==> src/rsre_pkg.sv <==
`timescale 1ns / 1ps
`default_nettype none

package rsre_pkg;

    localparam int CARRIER_W = 32;
    localparam int FRF_W     = 24;
    localparam int FRF_SHIFT = 19;

    // Hundredths of dBm to whole dBm: floor(x / 100) == (x * 5243) >> 19 for x <= 32768.
    localparam logic [12:0] CENTI_RECIP = 13'd5243;
    localparam int          CENTI_SHIFT = 19;
    localparam int          DBM_W       = 11;

    localparam logic [1:0] BW_125K = 2'd0;
    localparam logic [1:0] BW_250K = 2'd1;
    localparam logic [1:0] BW_500K = 2'd2;

    localparam logic [3:0] SF_MIN = 4'd7;
    localparam logic [3:0] SF_MAX = 4'd12;
    localparam logic [3:0] SF_11  = 4'd11;
    localparam logic [3:0] SF_12  = 4'd12;
    localparam logic [7:0] SF_DEFAULT_BITS = 8'h70;

    localparam logic [7:0] BW_NEW_125K = 8'h70;
    localparam logic [7:0] BW_NEW_250K = 8'h80;
    localparam logic [7:0] BW_NEW_500K = 8'h90;
    localparam logic [7:0] BW_OLD_125K = 8'h00;
    localparam logic [7:0] BW_OLD_250K = 8'h40;
    localparam logic [7:0] BW_OLD_500K = 8'h80;

    localparam logic [7:0] CFG1_IMPLICIT_CR = 8'h02;
    localparam logic [7:0] CFG1_OLD_CRC     = 8'h08;
    localparam logic [7:0] CFG1_OLD_LOWRATE = 8'h01;
    localparam logic [7:0] CFG2_FIXED       = 8'h04;
    localparam logic [7:0] CFG3_LOWRATE     = 8'h08;
    localparam logic [7:0] CFG3_AGC         = 8'h04;

    localparam logic [7:0] PA_HIGH_NIBBLE = 8'hf0;
    localparam logic [7:0] PA_SELECT      = 8'h80;
    localparam logic [7:0] PA_MAX_POWER   = 8'h70;
    localparam logic [7:0] PA_RFO_NEWER   = 8'h7e;
    localparam logic [7:0] DAC_KEEP       = 8'hf8;
    localparam logic [7:0] DAC_BOOST_ON   = 8'h07;
    localparam logic [7:0] DAC_BOOST_OFF  = 8'h04;
    localparam logic [3:0] NIB_MAX        = 4'hf;
    localparam logic [3:0] NIB_MIN        = 4'h0;

    // Configuration register indexes (byte address bit 2).
    localparam logic REG_CHIP_VARIANT = 1'b0;
    localparam logic REG_AMP_PATH     = 1'b1;

    typedef struct packed {
        logic [7:0] cfg1;
        logic [7:0] cfg2;
        logic [7:0] cfg3;
        logic       cfg3_valid;
    } modem_words_t;

    typedef struct packed {
        logic [7:0] pa_config;
        logic [7:0] pa_dac;
        logic       config_valid;
        logic       dac_valid;
    } pa_words_t;

    typedef struct packed {
        logic newer;
        logic boost;
    } radio_cfg_t;

endpackage

`default_nettype wire

==> src/rsre_frf_div.sv <==
`timescale 1ns / 1ps
`default_nettype none

module rsre_frf_div
    import rsre_pkg::*;
#(
    parameter int CRYSTAL_HZ = 32000000
)
(
    input  wire logic                 clk,
    input  wire logic [CARRIER_W-1:0] carrier_hz,
    output logic      [FRF_W-1:0]     frf_word
);

    localparam int CW = $clog2(CRYSTAL_HZ + 1);
    localparam int RW = CW + 1;
    localparam int QW = (RW > FRF_W) ? RW : FRF_W;
    localparam int NW = CARRIER_W + FRF_SHIFT;
    localparam logic [63:0] RECIP_WIDE = (64'd1 << (FRF_SHIFT + 32)) / 64'(CRYSTAL_HZ);
    localparam logic [31:0] RECIP = RECIP_WIDE[31:0];
    localparam logic [CW-1:0] DIVISOR = CW'(CRYSTAL_HZ);

    logic [63:0]       est_prod;
    logic [NW-1:0]     numer;
    logic [QW-1:0]     q_est_reg;
    logic [RW-1:0]     numer_low_reg;
    logic [RW+CW-1:0]  back_prod;
    logic [RW-1:0]     rem_next;
    logic [RW-1:0]     rem_reg;
    logic [FRF_W-1:0]  q_low_reg;

    // The truncated reciprocal underestimates the quotient by at most one.
    assign est_prod = {32'd0, carrier_hz} * {32'd0, RECIP};
    assign numer    = {carrier_hz, {FRF_SHIFT{1'b0}}};

    always_ff @(posedge clk)
    begin
        q_est_reg     <= est_prod[32 +: QW];
        numer_low_reg <= numer[RW-1:0];
    end

    // The remainder stays below twice the divisor, so its low bits are enough.
    assign back_prod = {{CW{1'b0}}, q_est_reg[RW-1:0]} * {{RW{1'b0}}, DIVISOR};
    assign rem_next  = numer_low_reg - back_prod[RW-1:0];

    always_ff @(posedge clk)
    begin
        rem_reg   <= rem_next;
        q_low_reg <= q_est_reg[FRF_W-1:0];
    end

    assign frf_word = q_low_reg + FRF_W'(rem_reg >= {1'b0, DIVISOR});

endmodule

`default_nettype wire

==> src/rsre_modem_enc.sv <==
`timescale 1ns / 1ps
`default_nettype none

module rsre_modem_enc
    import rsre_pkg::*;
(
    input  wire logic         clk,
    input  wire logic [1:0]   bandwidth_code,
    input  wire logic [3:0]   spread_factor,
    input  wire radio_cfg_t   radio_cfg,
    output modem_words_t      words
);

    logic         long_symbols;
    logic [7:0]   sf_bits;
    logic [7:0]   bw_new;
    logic [7:0]   bw_old;
    modem_words_t words_next;
    modem_words_t stage_a_reg;
    modem_words_t stage_b_reg;

    assign long_symbols = (bandwidth_code == BW_125K)
                          && ((spread_factor == SF_11) || (spread_factor == SF_12));

    always_comb
    begin
        if ((spread_factor >= SF_MIN) && (spread_factor <= SF_MAX))
        begin
            sf_bits = {spread_factor, 4'd0};
        end
        else
        begin
            sf_bits = SF_DEFAULT_BITS;
        end

        case (bandwidth_code)
            BW_250K:
            begin
                bw_new = BW_NEW_250K;
                bw_old = BW_OLD_250K;
            end
            BW_500K:
            begin
                bw_new = BW_NEW_500K;
                bw_old = BW_OLD_500K;
            end
            default:
            begin
                bw_new = BW_NEW_125K;
                bw_old = BW_OLD_125K;
            end
        endcase

        words_next.cfg2 = sf_bits | CFG2_FIXED;
        if (radio_cfg.newer)
        begin
            words_next.cfg1       = bw_new | CFG1_IMPLICIT_CR;
            words_next.cfg3       = (long_symbols ? CFG3_LOWRATE : 8'd0) | CFG3_AGC;
            words_next.cfg3_valid = 1'b1;
        end
        else
        begin
            words_next.cfg1       = bw_old | CFG1_OLD_CRC | CFG1_IMPLICIT_CR
                                    | (long_symbols ? CFG1_OLD_LOWRATE : 8'd0);
            words_next.cfg3       = 8'd0;
            words_next.cfg3_valid = 1'b0;
        end
    end

    // Two stages keep the words in step with the carrier divider.
    always_ff @(posedge clk)
    begin
        stage_a_reg <= words_next;
        stage_b_reg <= stage_a_reg;
    end

    assign words = stage_b_reg;

endmodule

`default_nettype wire

==> src/rsre_pa_enc.sv <==
`timescale 1ns / 1ps
`default_nettype none

module rsre_pa_enc
    import rsre_pkg::*;
(
    input  wire logic               clk,
    input  wire logic signed [15:0] power_centi_dbm,
    input  wire logic               is_transmit,
    input  wire logic [7:0]         old_pa_config,
    input  wire logic [7:0]         old_pa_dac,
    input  wire radio_cfg_t         radio_cfg,
    output pa_words_t               words
);

    logic [15:0]              mag;
    logic [28:0]              scale_prod;
    logic [DBM_W-1:0]         quot;
    logic signed [DBM_W-1:0]  dbm_next;
    logic signed [DBM_W-1:0]  dbm_reg;
    logic                     tx_reg;
    logic [7:0]               old_cfg_reg;
    logic [7:0]               old_dac_reg;
    logic [3:0]               nib;
    pa_words_t                words_next;
    pa_words_t                words_reg;

    // Divide the magnitude and restore the sign: truncation toward zero.
    assign mag        = power_centi_dbm[15] ? 16'(-power_centi_dbm) : 16'(power_centi_dbm);
    assign scale_prod = {13'd0, mag} * {16'd0, CENTI_RECIP};
    assign quot       = DBM_W'(scale_prod[28:CENTI_SHIFT]);
    assign dbm_next   = power_centi_dbm[15] ? -$signed(quot) : $signed(quot);

    always_ff @(posedge clk)
    begin
        dbm_reg     <= dbm_next;
        tx_reg      <= is_transmit;
        old_cfg_reg <= old_pa_config;
        old_dac_reg <= old_pa_dac;
    end

    always_comb
    begin
        words_next = '0;
        nib        = NIB_MIN;
        if (tx_reg)
        begin
            words_next.config_valid = 1'b1;
            if (radio_cfg.boost)
            begin
                words_next.dac_valid = 1'b1;
                if (dbm_reg >= 11'sd20)
                begin
                    nib                = NIB_MAX;
                    words_next.pa_dac  = (old_dac_reg & DAC_KEEP) | DAC_BOOST_ON;
                end
                else
                begin
                    if (dbm_reg > 11'sd17)
                    begin
                        nib = NIB_MAX;
                    end
                    else if (dbm_reg < 11'sd2)
                    begin
                        nib = NIB_MIN;
                    end
                    else
                    begin
                        nib = 4'(dbm_reg - 11'sd2);
                    end
                    words_next.pa_dac = (old_dac_reg & DAC_KEEP) | DAC_BOOST_OFF;
                end
                if (radio_cfg.newer)
                begin
                    words_next.pa_config = PA_SELECT | {4'd0, nib};
                end
                else
                begin
                    words_next.pa_config = (old_cfg_reg & PA_HIGH_NIBBLE) | PA_SELECT
                                           | {4'd0, nib};
                end
            end
            else if (radio_cfg.newer)
            begin
                // The newer part on the RFO pin always runs at its fixed setting.
                words_next.pa_config = (old_cfg_reg & PA_HIGH_NIBBLE) | PA_RFO_NEWER;
            end
            else
            begin
                if (dbm_reg > 11'sd14)
                begin
                    nib = NIB_MAX;
                end
                else if (dbm_reg < -11'sd1)
                begin
                    nib = NIB_MIN;
                end
                else
                begin
                    nib = 4'(dbm_reg + 11'sd1);
                end
                words_next.pa_config = (old_cfg_reg & PA_MAX_POWER) | {4'd0, nib};
            end
        end
    end

    always_ff @(posedge clk)
    begin
        words_reg <= words_next;
    end

    assign words = words_reg;

endmodule

`default_nettype wire

==> src/radio_setting_register_encoder.sv <==
// A request is registered at the inputs, through the pipelined stages and at the outputs.
// Throughput: one request per cycle; busy is never raised.
// The carrier divider and the power scaler are pipelined multiplies, which set the latency.
// Reset (rst_n low, asynchronous) clears the pipeline valid bits and both config registers.
// The receiver cannot stall: each result beat is on the ports for exactly one cycle.
`timescale 1ns / 1ps
`default_nettype none

module radio_setting_register_encoder
    import rsre_pkg::*;
#(
    parameter int CRYSTAL_HZ = 32000000
)
(
    input  wire logic                 clk,
    input  wire logic                 rst_n,
    input  wire logic                 start,
    output logic                      busy,
    output logic                      done,
    input  wire logic [31:0]          carrier_hz,
    input  wire logic [1:0]           bandwidth_code,
    input  wire logic [3:0]           spread_factor,
    input  wire logic signed [15:0]   power_centi_dbm,
    input  wire logic                 is_transmit,
    input  wire logic [7:0]           old_pa_config,
    input  wire logic [7:0]           old_pa_dac,
    output logic [23:0]               frf_word,
    output logic [7:0]                modem_cfg1,
    output logic [7:0]                modem_cfg2,
    output logic [7:0]                modem_cfg3,
    output logic                      modem_cfg3_valid,
    output logic [7:0]                pa_config_out,
    output logic [7:0]                pa_dac_out,
    output logic                      pa_config_valid,
    output logic                      pa_dac_valid,
    input  wire logic                 psel,
    input  wire logic                 penable,
    input  wire logic                 pwrite,
    input  wire logic [2:0]           paddr,
    input  wire logic [31:0]          pwdata,
    output logic [31:0]               prdata,
    output logic                      pready
);

    logic         chip_variant_reg;
    logic         amp_path_reg;
    logic         cfg_write;
    radio_cfg_t   radio_cfg;

    logic         in_valid_reg;
    logic [31:0]  carrier_reg;
    logic [1:0]   bw_reg;
    logic [3:0]   sf_reg;
    logic [15:0]  power_reg;
    logic         tx_reg;
    logic [7:0]   old_cfg_reg;
    logic [7:0]   old_dac_reg;
    logic         stage_a_valid_reg;
    logic         stage_b_valid_reg;
    logic         done_reg;

    logic [FRF_W-1:0] frf_next;
    modem_words_t     modem_next;
    pa_words_t        pa_next;
    logic [FRF_W-1:0] frf_reg;
    modem_words_t     modem_reg;
    pa_words_t        pa_reg;

    assign pready    = 1'b1;
    assign busy      = 1'b0;
    assign cfg_write = psel && penable && pwrite && pready;

    always_ff @(posedge clk or negedge rst_n)
    begin
        if (!rst_n)
        begin
            chip_variant_reg <= 1'b0;
            amp_path_reg     <= 1'b0;
        end
        else if (cfg_write)
        begin
            case (paddr[2])
                REG_CHIP_VARIANT: chip_variant_reg <= pwdata[0];
                REG_AMP_PATH:     amp_path_reg     <= pwdata[0];
                default:          chip_variant_reg <= chip_variant_reg;
            endcase
        end
    end

    always_comb
    begin
        case (paddr[2])
            REG_CHIP_VARIANT: prdata = {31'd0, chip_variant_reg};
            REG_AMP_PATH:     prdata = {31'd0, amp_path_reg};
            default:          prdata = 32'd0;
        endcase
    end

    assign radio_cfg.newer = chip_variant_reg;
    assign radio_cfg.boost = amp_path_reg;

    // The valid bits walk alongside the free-running data pipeline.
    always_ff @(posedge clk or negedge rst_n)
    begin
        if (!rst_n)
        begin
            in_valid_reg      <= 1'b0;
            stage_a_valid_reg <= 1'b0;
            stage_b_valid_reg <= 1'b0;
            done_reg          <= 1'b0;
        end
        else
        begin
            in_valid_reg      <= start && !busy;
            stage_a_valid_reg <= in_valid_reg;
            stage_b_valid_reg <= stage_a_valid_reg;
            done_reg          <= stage_b_valid_reg;
        end
    end

    always_ff @(posedge clk)
    begin
        carrier_reg <= carrier_hz;
        bw_reg      <= bandwidth_code;
        sf_reg      <= spread_factor;
        power_reg   <= power_centi_dbm;
        tx_reg      <= is_transmit;
        old_cfg_reg <= old_pa_config;
        old_dac_reg <= old_pa_dac;
    end

    rsre_frf_div #(
        .CRYSTAL_HZ (CRYSTAL_HZ)
    ) u_frf_div (
        .clk        (clk),
        .carrier_hz (carrier_reg),
        .frf_word   (frf_next)
    );

    rsre_modem_enc u_modem_enc (
        .clk            (clk),
        .bandwidth_code (bw_reg),
        .spread_factor  (sf_reg),
        .radio_cfg      (radio_cfg),
        .words          (modem_next)
    );

    rsre_pa_enc u_pa_enc (
        .clk             (clk),
        .power_centi_dbm ($signed(power_reg)),
        .is_transmit     (tx_reg),
        .old_pa_config   (old_cfg_reg),
        .old_pa_dac      (old_dac_reg),
        .radio_cfg       (radio_cfg),
        .words           (pa_next)
    );

    always_ff @(posedge clk)
    begin
        frf_reg   <= frf_next;
        modem_reg <= modem_next;
        pa_reg    <= pa_next;
    end

    assign done             = done_reg;
    assign frf_word         = frf_reg;
    assign modem_cfg1       = modem_reg.cfg1;
    assign modem_cfg2       = modem_reg.cfg2;
    assign modem_cfg3       = modem_reg.cfg3;
    assign modem_cfg3_valid = modem_reg.cfg3_valid;
    assign pa_config_out    = pa_reg.pa_config;
    assign pa_dac_out       = pa_reg.pa_dac;
    assign pa_config_valid  = pa_reg.config_valid;
    assign pa_dac_valid     = pa_reg.dac_valid;

endmodule

`default_nettype wire

==> config.mk <==
export PLATFORM = sky130hd
export DESIGN_NAME = radio_setting_register_encoder
export DESIGN_NICKNAME = d
export VERILOG_FILES = /design/src/rsre_pkg.sv /design/src/rsre_frf_div.sv /design/src/rsre_modem_enc.sv /design/src/rsre_pa_enc.sv /design/src/radio_setting_register_encoder.sv
export SDC_FILE = /design/constraint.sdc
export NUM_CORES = 1
export LEC_CHECK = 0
export ABC_AREA = 1
export ABC_CLOCK_PERIOD_IN_PS = 6850
export BUFFER_PORTS_ARGS = -buffer_cell sky130_fd_sc_hd__buf_2
export CAP_MARGIN = 20
export CORE_MARGIN = 3
export CORE_UTILIZATION = 55
export DETAILED_ROUTE_END_ITERATION = 8
export MAX_ROUTING_LAYER = met4
export PLACE_DENSITY = 0.74
export SLEW_MARGIN = 15
export SYNTH_ARGS = -nofsm -noshare
export SYNTH_HDL_FRONTEND = slang
export SYNTH_HIERARCHICAL = 1
export SYNTH_SLANG_ARGS = --single-unit
==> constraint.sdc <==
create_clock -name clk -period 6.85 [get_ports clk]
set_input_delay 1.37 -clock clk [delete_from_list [all_inputs] [get_ports clk]]
set_output_delay 1.37 -clock clk [all_outputs]
set_load 0.05 [all_outputs]
-- After elaboration in Yosys (flattened, before gate mapping)
Index checks and enable logic that the tools add are counted.
- flip-flop bits (word level): 308
- reduce and logical (&&, ||, !) cells: 9
- multiply operators: 3
- magnitude comparators: 8
- add/subtract/negate cells: 6
- eq/ne operators: 4
- muxes and demuxes: 25
- bitwise logic cells: 4
- operator list (cell ; number):
    $pmux 32 s2 ; 1
    $mul 32x24->55 const B ; 1
    $mux 4 ; 12
    $mux 8 ; 4
    $pmux 8 s2 ; 2
    $mul 16x13->29 const B ; 1
    $ge 26x25->1 const B ; 1
    $mul 26x14->15 const B ; 1
    $sub 26x26->26 ; 1
    $add 24x1->24 ; 1
    $mux 16 ; 1
    $neg 16->16 ; 1
    $ge 11x6->1 const B ; 1
    $gt 11x5->1 const B ; 1
    $gt 11x6->1 const B ; 1
    $lt 11x1->1 const B ; 1
    $lt 11x3->1 const B ; 1
    $neg 10->11 ; 1
    $mux 10 ; 1
    $eq 4x4->1 const B ; 2
    $or 8x4->8 ; 1
    $or 8x8->8 ; 1
    $or 7x4->7 ; 1
    $reduce_and 2->1 ; 3
    12 further kinds ; 17

-- Depth between registers and ports, before layout
Gate-level depths: netlist (run 1).
- depth in word-level cells: 9
- gate-level depth with buffers: 38

-- Cells and area by module
Netlist (run 1), hierarchy kept.
- by module, submodules not included (module ; area each (um2) ; seq. area each (um2) ; cells each ; times used):
    rsre_frf_div ; 18617.9 ; 1381.3 ; 2190 ; 1
    rsre_pa_enc ; 6451.2 ; 760.7 ; 875 ; 1
    radio_setting_register_encoder ; 3234.4 ; 2912.8 ; 194 ; 1
    rsre_modem_enc ; 765.7 ; 480.5 ; 76 ; 1

-- Worst setup path before layout (run 1)
OpenSTA, ideal clock, no wires.
- kind: reg-to-reg
- start point: register power_reg[0]
- end point: register u_pa_enc.dbm_reg[4]
- slack: 702 ps
- path buffers: 0
- library setup time: 114 ps
- data required time: 6736 ps
- arrival time: 6034 ps
- cell stages (with the launch flop): 30
- path through: dfxtp_1 -> nor3_2 -> nand3_2 -> nor2_2 -> nand3_2 -> nor3_2 -> nand2_1 -> nor4_1 -> inv_1 -> fa_1 -> inv_1 -> ha_1 -> inv_1 -> fa_1 -> fa_1 -> fa_1 -> inv_1 -> ha_1 -> nand2_1 -> inv_1 -> nand2_1 -> nand2_1 -> a21oi_1 -> nand3_1 -> nand2_1 -> inv_1 -> ha_1 -> a31oi_1 -> xor2_1 -> inv_1
- word-level cells in the longest chain between the ends: 5
- RTL lines (what ; RTL line ; RTL):
    start: declaration ; radio_setting_register_encoder.sv:54 ; logic [15:0] power_reg;
    start signal: assignment ; radio_setting_register_encoder.sv:126 ; power_reg <= power_centi_dbm;
    $neg 16->16 ; rsre_pa_enc.sv:29 ; assign mag = power_centi_dbm[15] ? 16'(-power_centi_dbm) : 16'(power_centi_dbm);
    $mux 16 (*) ; rsre_pa_enc.sv:29 ;
    $mul 16x13->29 (*) ; rsre_pa_enc.sv:30 ; assign scale_prod = {13'd0, mag} * {16'd0, CENTI_RECIP};
    $neg 10->11 ; rsre_pa_enc.sv:32 ; assign dbm_next = power_centi_dbm[15] ? -$signed(quot) : $signed(quot);
    $mux 10 (*) ; rsre_pa_enc.sv:32 ;
    named net u_pa_enc.dbm_next[4] ; rsre_pa_enc.sv:19 ; logic signed [DBM_W-1:0] dbm_next;
    end signal: assignment ; rsre_pa_enc.sv:36 ; dbm_reg <= dbm_next;
    end: declaration ; rsre_pa_enc.sv:20 ; logic signed [DBM_W-1:0] dbm_reg;
The timed path passes the listed nets; every way through them passes the cells marked *.
A chain may end at the register's enable or synchronous reset.

-- Worst setup path after layout (run 1)
Ends and elaborated chain as after synthesis.

==> results of run 1 <==
critical path, delay by kind of cell, from the launching register on:
kind / cells / cell delay, ns
XOR/XNOR: 2 / 0.63
flip-flops: 1 / 0.49
buffers and inverters: 7 / 0.44
adder cells (fa/ha/maj): 8 / 3.17
AND/OR/NAND/NOR: 12 / 1.19
AO/OA/AOI/OAI: 1 / 0.21
metal layers:
metal,vias up,GRT usage,part of all wire
met5,-,-,0
met4,0,0.0667,0.031
met3,124,0.0302,0.052
met1,9872,0.315,0.45
met2,529,0.408,0.47
li1,10300,-,-
how the worst max path moves through the flow:
stage | startpoint | endpoint | slack [ns] | cells past startpoint
after global routing | power_reg[0]$_DFF_P_ | u_pa_enc/dbm_reg[5]$_DFF_P_ | 0.01 | 32
after global placement | power_reg[0]$_DFF_P_ | u_pa_enc/dbm_reg[4]$_DFF_P_ | 0.61 | 29
final | power_reg[0]$_DFF_P_ | u_pa_enc/dbm_reg[4]$_DFF_P_ | 0.59 | 30
after floorplan | power_reg[0]$_DFF_P_ | u_pa_enc/dbm_reg[4]$_DFF_P_ | 0.70 | 29
after detailed placement | power_reg[0]$_DFF_P_ | u_pa_enc/dbm_reg[5]$_DFF_P_ | 0.57 | 32
after CTS | power_reg[0]$_DFF_P_ | u_pa_enc/dbm_reg[4]$_DFF_P_ | 0.55 | 30
through the flow:
stage	worst slack [ns]	hold slack, ns
floorplan	0.702	0.310
global placement	0.609	0.310
detailed placement	0.570	0.312
CTS	0.546	0.325
global route	0.0140	0.328
finish	0.587	0.324
layout by cell type (no fill, tap or decap), types with 4 or more instances in the layout:
| master | n |
|---|---|
| inv_1 | 921 |
| nand2_1 | 520 |
| ha_1 | 444 |
| fa_1 | 398 |
| dfxtp_1 | 262 |
| nor2_1 | 171 |
| buf_2 | 140 |
| a21oi_1 | 104 |
| nand3_1 | 88 |
| xor2_1 | 76 |
| o21ai_0 | 62 |
| conb_1 | 45 |
| xnor2_1 | 36 |
| buf_4 | 36 |
| nand4_1 | 32 |
| nor3_1 | 30 |
| clkbuf_16 | 29 |
| o21bai_1 | 29 |
| a21o_1 | 13 |
| nor2_2 | 7 |
| dfrtp_1 | 6 |
| clkinv_4 | 6 |
| o22ai_1 | 6 |
| nand3b_1 | 5 |
| a31oi_1 | 5 |
| nand2_2 | 5 |
| clkinvlp_4 | 4 |
| nor4_1 | 4 |
| nand3_2 | 4 |
| inv_2 | 4 |
| and3_1 | 4 |
| or2_2 | 4 |
final cells by class:
class	count	area, um2
Inverter	927	3480
Antenna cell	1	2.50
Clock buffer	33	771
Fill cell	4555	20200
Tap cell	680	851
Sequential cell	268	5400
Timing Repair Buffer	176	971
Multi-Input combinational cell	2125	19800
Clock inverter	21	229
==> impl_metrics.prom, run 1 <==
# TYPE chip_impl_metric gauge
chip_impl_metric{name="timing.setup.tns",unit="ns"} 0
chip_impl_metric{name="clock-skew-final",unit="ns"} 0.0238
chip_impl_metric{name="clk_transition_reported_paths",unit="ns"} 0.06
chip_impl_metric{name="vias_in_the_first_global_route",unit=""} 21700
chip_impl_metric{name="layoutNonFillerInstCount",unit=""} 4231
chip_impl_metric{name="dp_hpwl",unit="um"} 55400
chip_impl_metric{name="initial_core_util",unit=""} 0.559
chip_impl_metric{name="final_setup_viols",unit=""} 0
chip_impl_metric{name="floorplan.rows",unit=""} 83
chip_impl_metric{name="largest_net_degree_at_the_start_of_global_routing",unit=""} 24
chip_impl_metric{name="grt.overflow.total",unit=""} 0
chip_impl_metric{name="postSynthCellCount",unit=""} 3328
chip_impl_info{name="start_kind",value="flop"} 1
chip_impl_info{name="run_status",value="completed"} 1
chip_impl_metric{name="layout_cells_sized_above_1",unit=""} 0.0752
chip_impl_metric{name="core_area",unit="um2"} 51700
chip_impl_metric{name="max-clock-path-buffers",unit=""} 3
chip_impl_metric{name="measured_slew_at_the_worst_slew_check_pin",unit="ns"} 1.03
chip_impl_metric{name="worstHoldPathCells",unit=""} 0
chip_impl_metric{name="cts_setup_buffers",unit=""} 0
chip_impl_metric{name="max_cap_violations",unit=""} 0
chip_impl_metric{name="floorplan.die_area",unit="um2"} 55400
chip_impl_metric{name="largest_register_ff_count",unit=""} 32
chip_impl_metric{name="final_period_minus_worst_setup_slack",unit="ns"} 6.26
chip_impl_metric{name="design.final.nets",unit=""} 4481
chip_impl_info{name="timing.hold.worst.start",value="u_pa_enc/words[4]$_SDFF_PN0_"} 1
chip_impl_metric{name="cts-htree-levels",unit=""} 1
chip_impl_metric{name="tritoncts.num_buffers",unit=""} 29
chip_impl_info{name="critical_path_class",value="flop to flop"} 1
chip_impl_metric{name="num_io_pins",unit=""} 214
chip_impl_metric{name="port-buffer-count",unit=""} 140
chip_impl_metric{name="detail_route.wl_per_cell",unit="um"} 15.1
chip_impl_metric{name="slowest_delay",unit="ns"} 0.59
chip_impl_metric{name="critical_path_required",unit="ns"} 7.32
chip_impl_metric{name="vias_per_cell",unit=""} 4.93
chip_impl_metric{name="wl",unit="um"} 64000
chip_impl_metric{name="syn_to_final_growth",unit="%"} 9.04
chip_impl_metric{name="post_synth_instance_area",unit="um2"} 28900
chip_impl_info{name="grt_setup_unrepaired",value="false"} 1
chip_impl_info{name="tritoncts",value="done"} 1
chip_impl_metric{name="post-route-drc-count",unit=""} 0
chip_impl_info{name="cp_slowest_cell",value="fa_1"} 1
chip_impl_metric{name="timing.reg2reg.setup_slack",unit="ns"} 0.59
chip_impl_metric{name="syn_avg_cell_area",unit="um2"} 8.69
chip_impl_info{name="worst_r2r_startpoint",value="power_reg[0]$_DFF_P_"} 1
chip_impl_metric{name="layout_worst_path_cycle_share",unit=""} 0.914
chip_impl_metric{name="timing.final.hold_violations",unit=""} 0
chip_impl_metric{name="worst-path-max-fanout",unit=""} 8
chip_impl_metric{name="post_cts_sizing_count",unit=""} 0
chip_impl_metric{name="cts.hold.buffers_added",unit=""} 0
chip_impl_metric{name="worst_skew_pair.late_latency",unit="ns"} 0.59
chip_impl_metric{name="utilization",unit=""} 0.610
chip_impl_info{name="holdPathEnd",value="pa_dac_out[2]$_DFF_P_"} 1
chip_impl_metric{name="drt-initial-drc-count",unit=""} 1058
chip_impl_info{name="rr_endpoint",value="u_pa_enc/dbm_reg[4]$_DFF_P_"} 1
chip_impl_metric{name="vias",unit=""} 20900
chip_impl_metric{name="drtPass1Iterations",unit=""} 5
chip_impl_metric{name="gp_congestion",unit=""} 0.960
chip_impl_info{name="path_common_cell",value="inv_1"} 1
chip_impl_metric{name="antenna_found_initial",unit=""} 0
chip_impl_metric{name="worstPathArrival",unit="ns"} 6.73
chip_impl_metric{name="dpl_cell_area",unit="um2"} 30500
chip_impl_metric{name="dpl.cell_count",unit=""} 4176
chip_impl_metric{name="ys_warn_count",unit=""} 6
chip_impl_metric{name="global_route.usage.total",unit=""} 0.244
chip_impl_info{name="cts.root.buffer_cell",value="clkbuf_16"} 1
chip_impl_metric{name="r2r_cells",unit=""} 30
chip_impl_metric{name="post-route-cell-area",unit="um2"} 31500
chip_impl_metric{name="achievable-frequency",unit="MHz"} 160
chip_impl_info{name="worstSetupEndpointType",value="flop"} 1
chip_impl_metric{name="antenna_violating_nets_post_route",unit=""} 0
chip_impl_metric{name="cts_sinks",unit=""} 268
chip_impl_metric{name="die_w",unit="um"} 235
chip_impl_metric{name="max_slew_margin",unit=""} 0.308
chip_impl_metric{name="grt_first_pass_wirelength",unit="um"} 107000
chip_impl_metric{name="dieHeight",unit="um"} 235
chip_impl_info{name="hp-class",value="flop to flop"} 1
chip_impl_metric{name="finalMaxSlewViolations",unit=""} 0
Power of run 1 is not shown: default switching activity piles up to over one toggle a cycle in this logic, so the estimate is an artifact.
==> run 2: changes to the inputs <==
--- a/config.mk
+++ b/config.mk
@@ -17,5 +17,4 @@
 export SLEW_MARGIN = 15
 export SYNTH_ARGS = -nofsm -noshare
 export SYNTH_HDL_FRONTEND = slang
-export SYNTH_HIERARCHICAL = 1
 export SYNTH_SLANG_ARGS = --single-unit
==> impl_metrics.prom, run 2 <==
# TYPE chip_impl_metric gauge
chip_impl_info{name="run_status",value="completed"} 1
chip_impl_metric{name="ys_ff_latch",unit=""} 254
chip_impl_metric{name="post_synth_instance_area",unit="um2"} 28200
chip_impl_metric{name="antenna_found_initial",unit=""} 2
chip_impl_metric{name="max_cap_violations",unit=""} 0
chip_impl_metric{name="cts.hold.buffers_added",unit=""} 0
chip_impl_metric{name="floorplan.die_area",unit="um2"} 54000
chip_impl_metric{name="timing.final.hold_violations",unit=""} 0
chip_impl_metric{name="largest_register_ff_count",unit=""} 32
chip_impl_metric{name="postSynthCellCount",unit=""} 3148
chip_impl_metric{name="final_period_minus_worst_setup_slack",unit="ns"} 6.32
chip_impl_info{name="cts.root.buffer_cell",value="clkbuf_16"} 1
chip_impl_metric{name="layout_worst_path_cycle_share",unit=""} 0.923
chip_impl_info{name="worst_r2r_startpoint",value="carrier_reg[15]$_DFF_P_"} 1
chip_impl_metric{name="clk_transition_reported_paths",unit="ns"} 0.06
chip_impl_metric{name="vias_in_the_first_global_route",unit=""} 20200
chip_impl_metric{name="tritoncts.num_buffers",unit=""} 28
chip_impl_metric{name="detail_route.wl_per_cell",unit="um"} 14.6
chip_impl_metric{name="ys_warn_count",unit=""} 0
chip_impl_metric{name="layoutNonFillerInstCount",unit=""} 4035
chip_impl_info{name="timing.hold.worst.start",value="u_pa_enc.words[16]$_SDFF_PN0_"} 1
chip_impl_info{name="worstSetupEndpointType",value="flop"} 1
chip_impl_metric{name="dieHeight",unit="um"} 232
chip_impl_metric{name="timing.setup.tns",unit="ns"} 0
chip_impl_metric{name="finalMaxSlewViolations",unit=""} 0
chip_impl_metric{name="layout_cells_sized_above_1",unit=""} 0.0872
chip_impl_info{name="critical_path_class",value="flop to flop"} 1
chip_impl_info{name="top_cells_by_area_synth",value="fa_1 30%, ha_1 18%, dfxtp_1 18%"} 1
chip_impl_metric{name="final.fill_count",unit=""} 4341
chip_impl_metric{name="synthDistinctLibCells",unit=""} 53
chip_impl_metric{name="grt.overflow.total",unit=""} 0
chip_impl_info{name="rr_endpoint",value="u_frf_div.q_est_reg[18]$_DFF_P_"} 1
chip_impl_metric{name="largest_net_degree_at_the_start_of_global_routing",unit=""} 21
chip_impl_metric{name="die_w",unit="um"} 232
chip_impl_metric{name="port-buffer-count",unit=""} 128
chip_impl_metric{name="dpl.cell_count",unit=""} 3974
chip_impl_info{name="hp-class",value="flop to flop"} 1
chip_impl_metric{name="cts-htree-levels",unit=""} 1
chip_impl_metric{name="post-route-drc-count",unit=""} 0
chip_impl_info{name="yosysMostFrequentCell",value="inv_1"} 1
chip_impl_metric{name="drt-initial-drc-count",unit=""} 984
chip_impl_metric{name="floorplan.rows",unit=""} 82
chip_impl_metric{name="clock-skew-final",unit="ns"} 0.0334
chip_impl_metric{name="async_reset_ff_frac",unit=""} 0.0236
chip_impl_metric{name="wl",unit="um"} 58700
chip_impl_metric{name="synth_enable_flop_cells",unit=""} 0
chip_impl_metric{name="worst_skew_pair.late_latency",unit="ns"} 0.59
chip_impl_metric{name="drtPass1Iterations",unit=""} 5
chip_impl_metric{name="vias_per_cell",unit=""} 4.82
chip_impl_metric{name="worstHoldPathCells",unit=""} 0
chip_impl_info{name="grt_setup_unrepaired",value="false"} 1
chip_impl_metric{name="antenna_violating_nets_post_route",unit=""} 0
chip_impl_metric{name="worstPathArrival",unit="ns"} 6.83
chip_impl_metric{name="cts_sinks",unit=""} 254
chip_impl_metric{name="gp_congestion",unit=""} 0.942
chip_impl_metric{name="num_io_pins",unit=""} 214
chip_impl_info{name="cp_slowest_cell",value="dfxtp_1"} 1
chip_impl_metric{name="grt_first_pass_wirelength",unit="um"} 98700
chip_impl_info{name="tritoncts",value="done"} 1
chip_impl_metric{name="max_slew_margin",unit=""} 0.350
chip_impl_metric{name="achievable-frequency",unit="MHz"} 158
chip_impl_info{name="holdPathEnd",value="pa_config_out[6]$_DFF_P_"} 1
chip_impl_metric{name="measured_slew_at_the_worst_slew_check_pin",unit="ns"} 0.965
chip_impl_metric{name="vias",unit=""} 19400
chip_impl_metric{name="synth_top_cell_area_share",unit=""} 0.303
chip_impl_info{name="start_kind",value="flop"} 1
chip_impl_info{name="synth_top_cells_by_count",value="955 x inv_1, 426 x fa_1, 415 x ha_1, 385 x nand2_1, 248 x dfxtp_1"} 1
chip_impl_info{name="synth_ff_type",value="dfxtp_1"} 1
chip_impl_metric{name="r2r_cells",unit=""} 23
chip_impl_info{name="mostFrequentLayoutCells",value="954 x inv_1, 426 x fa_1, 411 x ha_1"} 1
chip_impl_metric{name="slowest_delay",unit="ns"} 0.78
chip_impl_info{name="crit_path_cell_trace",value="ha_1, inv_1, fa_1, inv_1, fa_1, fa_1, inv_1, fa_1, fa_1, inv_1, fa_1, ha_1, nand2_1, nor2_1, inv_1, nor2_1, inv_1, nor3_1, nand3_1, nand3_1, nand2_1, nand2_1, xor2_1"} 1
chip_impl_info{name="leading_cell_type_in_the_layout_fill_and_taps_excluded",value="inv_1"} 1
chip_impl_metric{name="syn_to_final_growth",unit="%"} 9.17
chip_impl_metric{name="global_route.usage.total",unit=""} 0.236
chip_impl_metric{name="core_area",unit="um2"} 50400
chip_impl_metric{name="worst-path-max-fanout",unit=""} 9
chip_impl_metric{name="initial_core_util",unit=""} 0.559
chip_impl_metric{name="max-clock-path-buffers",unit=""} 3
chip_impl_info{name="post-synth-top-area-cell",value="fa_1"} 1
chip_impl_metric{name="final_setup_viols",unit=""} 0
chip_impl_metric{name="synth_seq_area_share",unit=""} 0.182
chip_impl_metric{name="dp_hpwl",unit="um"} 50900
chip_impl_metric{name="timing.reg2reg.setup_slack",unit="ns"} 0.53
chip_impl_metric{name="syn_avg_cell_area",unit="um2"} 8.95
chip_impl_metric{name="critical_path_required",unit="ns"} 7.36
chip_impl_metric{name="design.final.nets",unit=""} 4291
[run 2: cell types whose count changed in the layout (fill, tap and decap cells not counted), sizes merged, moves of 9 or more]
cell,previous run,this run
nand3,93,74
nor3,34,23
o21bai,29,15
a21oi,104,88
dfxtp,262,248
inv,931,965
fa,398,426
nand2,526,407
a31oi,5,23
xnor2,37,28
ha,444,415
nor2,181,164
[run 2: how the worst max path moves through the flow]
stage	from	end	slack (ns)	cells after the start
after floorplan	power_reg[0]$_DFF_P_	u_pa_enc.dbm_reg[4]$_DFF_P_	0.86	31
after global placement	power_reg[0]$_DFF_P_	u_pa_enc.dbm_reg[8]$_DFF_P_	0.54	33
after detailed placement	power_reg[0]$_DFF_P_	u_pa_enc.dbm_reg[8]$_DFF_P_	0.45	33
after CTS	power_reg[0]$_DFF_P_	u_pa_enc.dbm_reg[8]$_DFF_P_	0.39	33
after global routing	power_reg[0]$_DFF_P_	u_pa_enc.dbm_reg[8]$_DFF_P_	0.04	36
final	carrier_reg[15]$_DFF_P_	u_frf_div.q_est_reg[18]$_DFF_P_	0.53	23
[run 2: stage by stage]
step | setup WS, ns | instance area [um2] | hold WS (ns) | util
finish | 0.530 | 30700 | 0.320 | 0.610
global route | 0.0434 | 30700 | 0.327 | 0.610
CTS | 0.386 | 30600 | 0.322 | 0.607
detailed placement | 0.447 | 29700 | 0.312 | 0.589
global placement | 0.535 | 29700 | 0.310 | 0.589
floorplan | 0.859 | 28300 | 0.310 | -
[run 2: cells by family after synthesis]
logic type	synth area share
adder cells (fa/ha/maj)	0.487
flip-flops	0.182
AND/OR/NAND/NOR	0.113
AO/OA/AOI/OAI	0.0442
buffers and inverters	0.141
XOR/XNOR	0.0324
other	0.000267
[run 2: final cells by class]
cell class	instances	area, um2	area share
multi-input cells	1925	19300	0.629
flip-flops and latches	254	5110	0.166
inverters	960	3610	0.117
repair buffers	169	948	0.0308
well taps	672	841	0.0273
clock buffers	39	772	0.0251
clock inverters	13	124	0.00403
diodes	3	7.51	0.000244
[run 2: per-layer routing]
layer  up-vias  share of wire  track usage
met5         -              0            -
met4         0          0.019       0.0424
met3        79          0.059       0.0379
met2       450           0.47        0.386
met1      9227           0.46        0.314
li1       9691              -            -
[run 2: timing repair]
item                                    in CTS  in global routing
buffers inserted                             0                  6
gates resized for setup                      0                 19
endpoints found under the setup margin       0                  4
[run 2: worst max-delay path, delay by kind of cell, from the launching register on]
family | cells | cell delay, ns
flops | 1 | 0.78
simple gates | 8 | 1.03
buf+inv | 6 | 0.46
fa+ha+maj | 8 | 3.80
xor+xnor | 1 | 0.16
Power of run 2 is left out for the same reason.
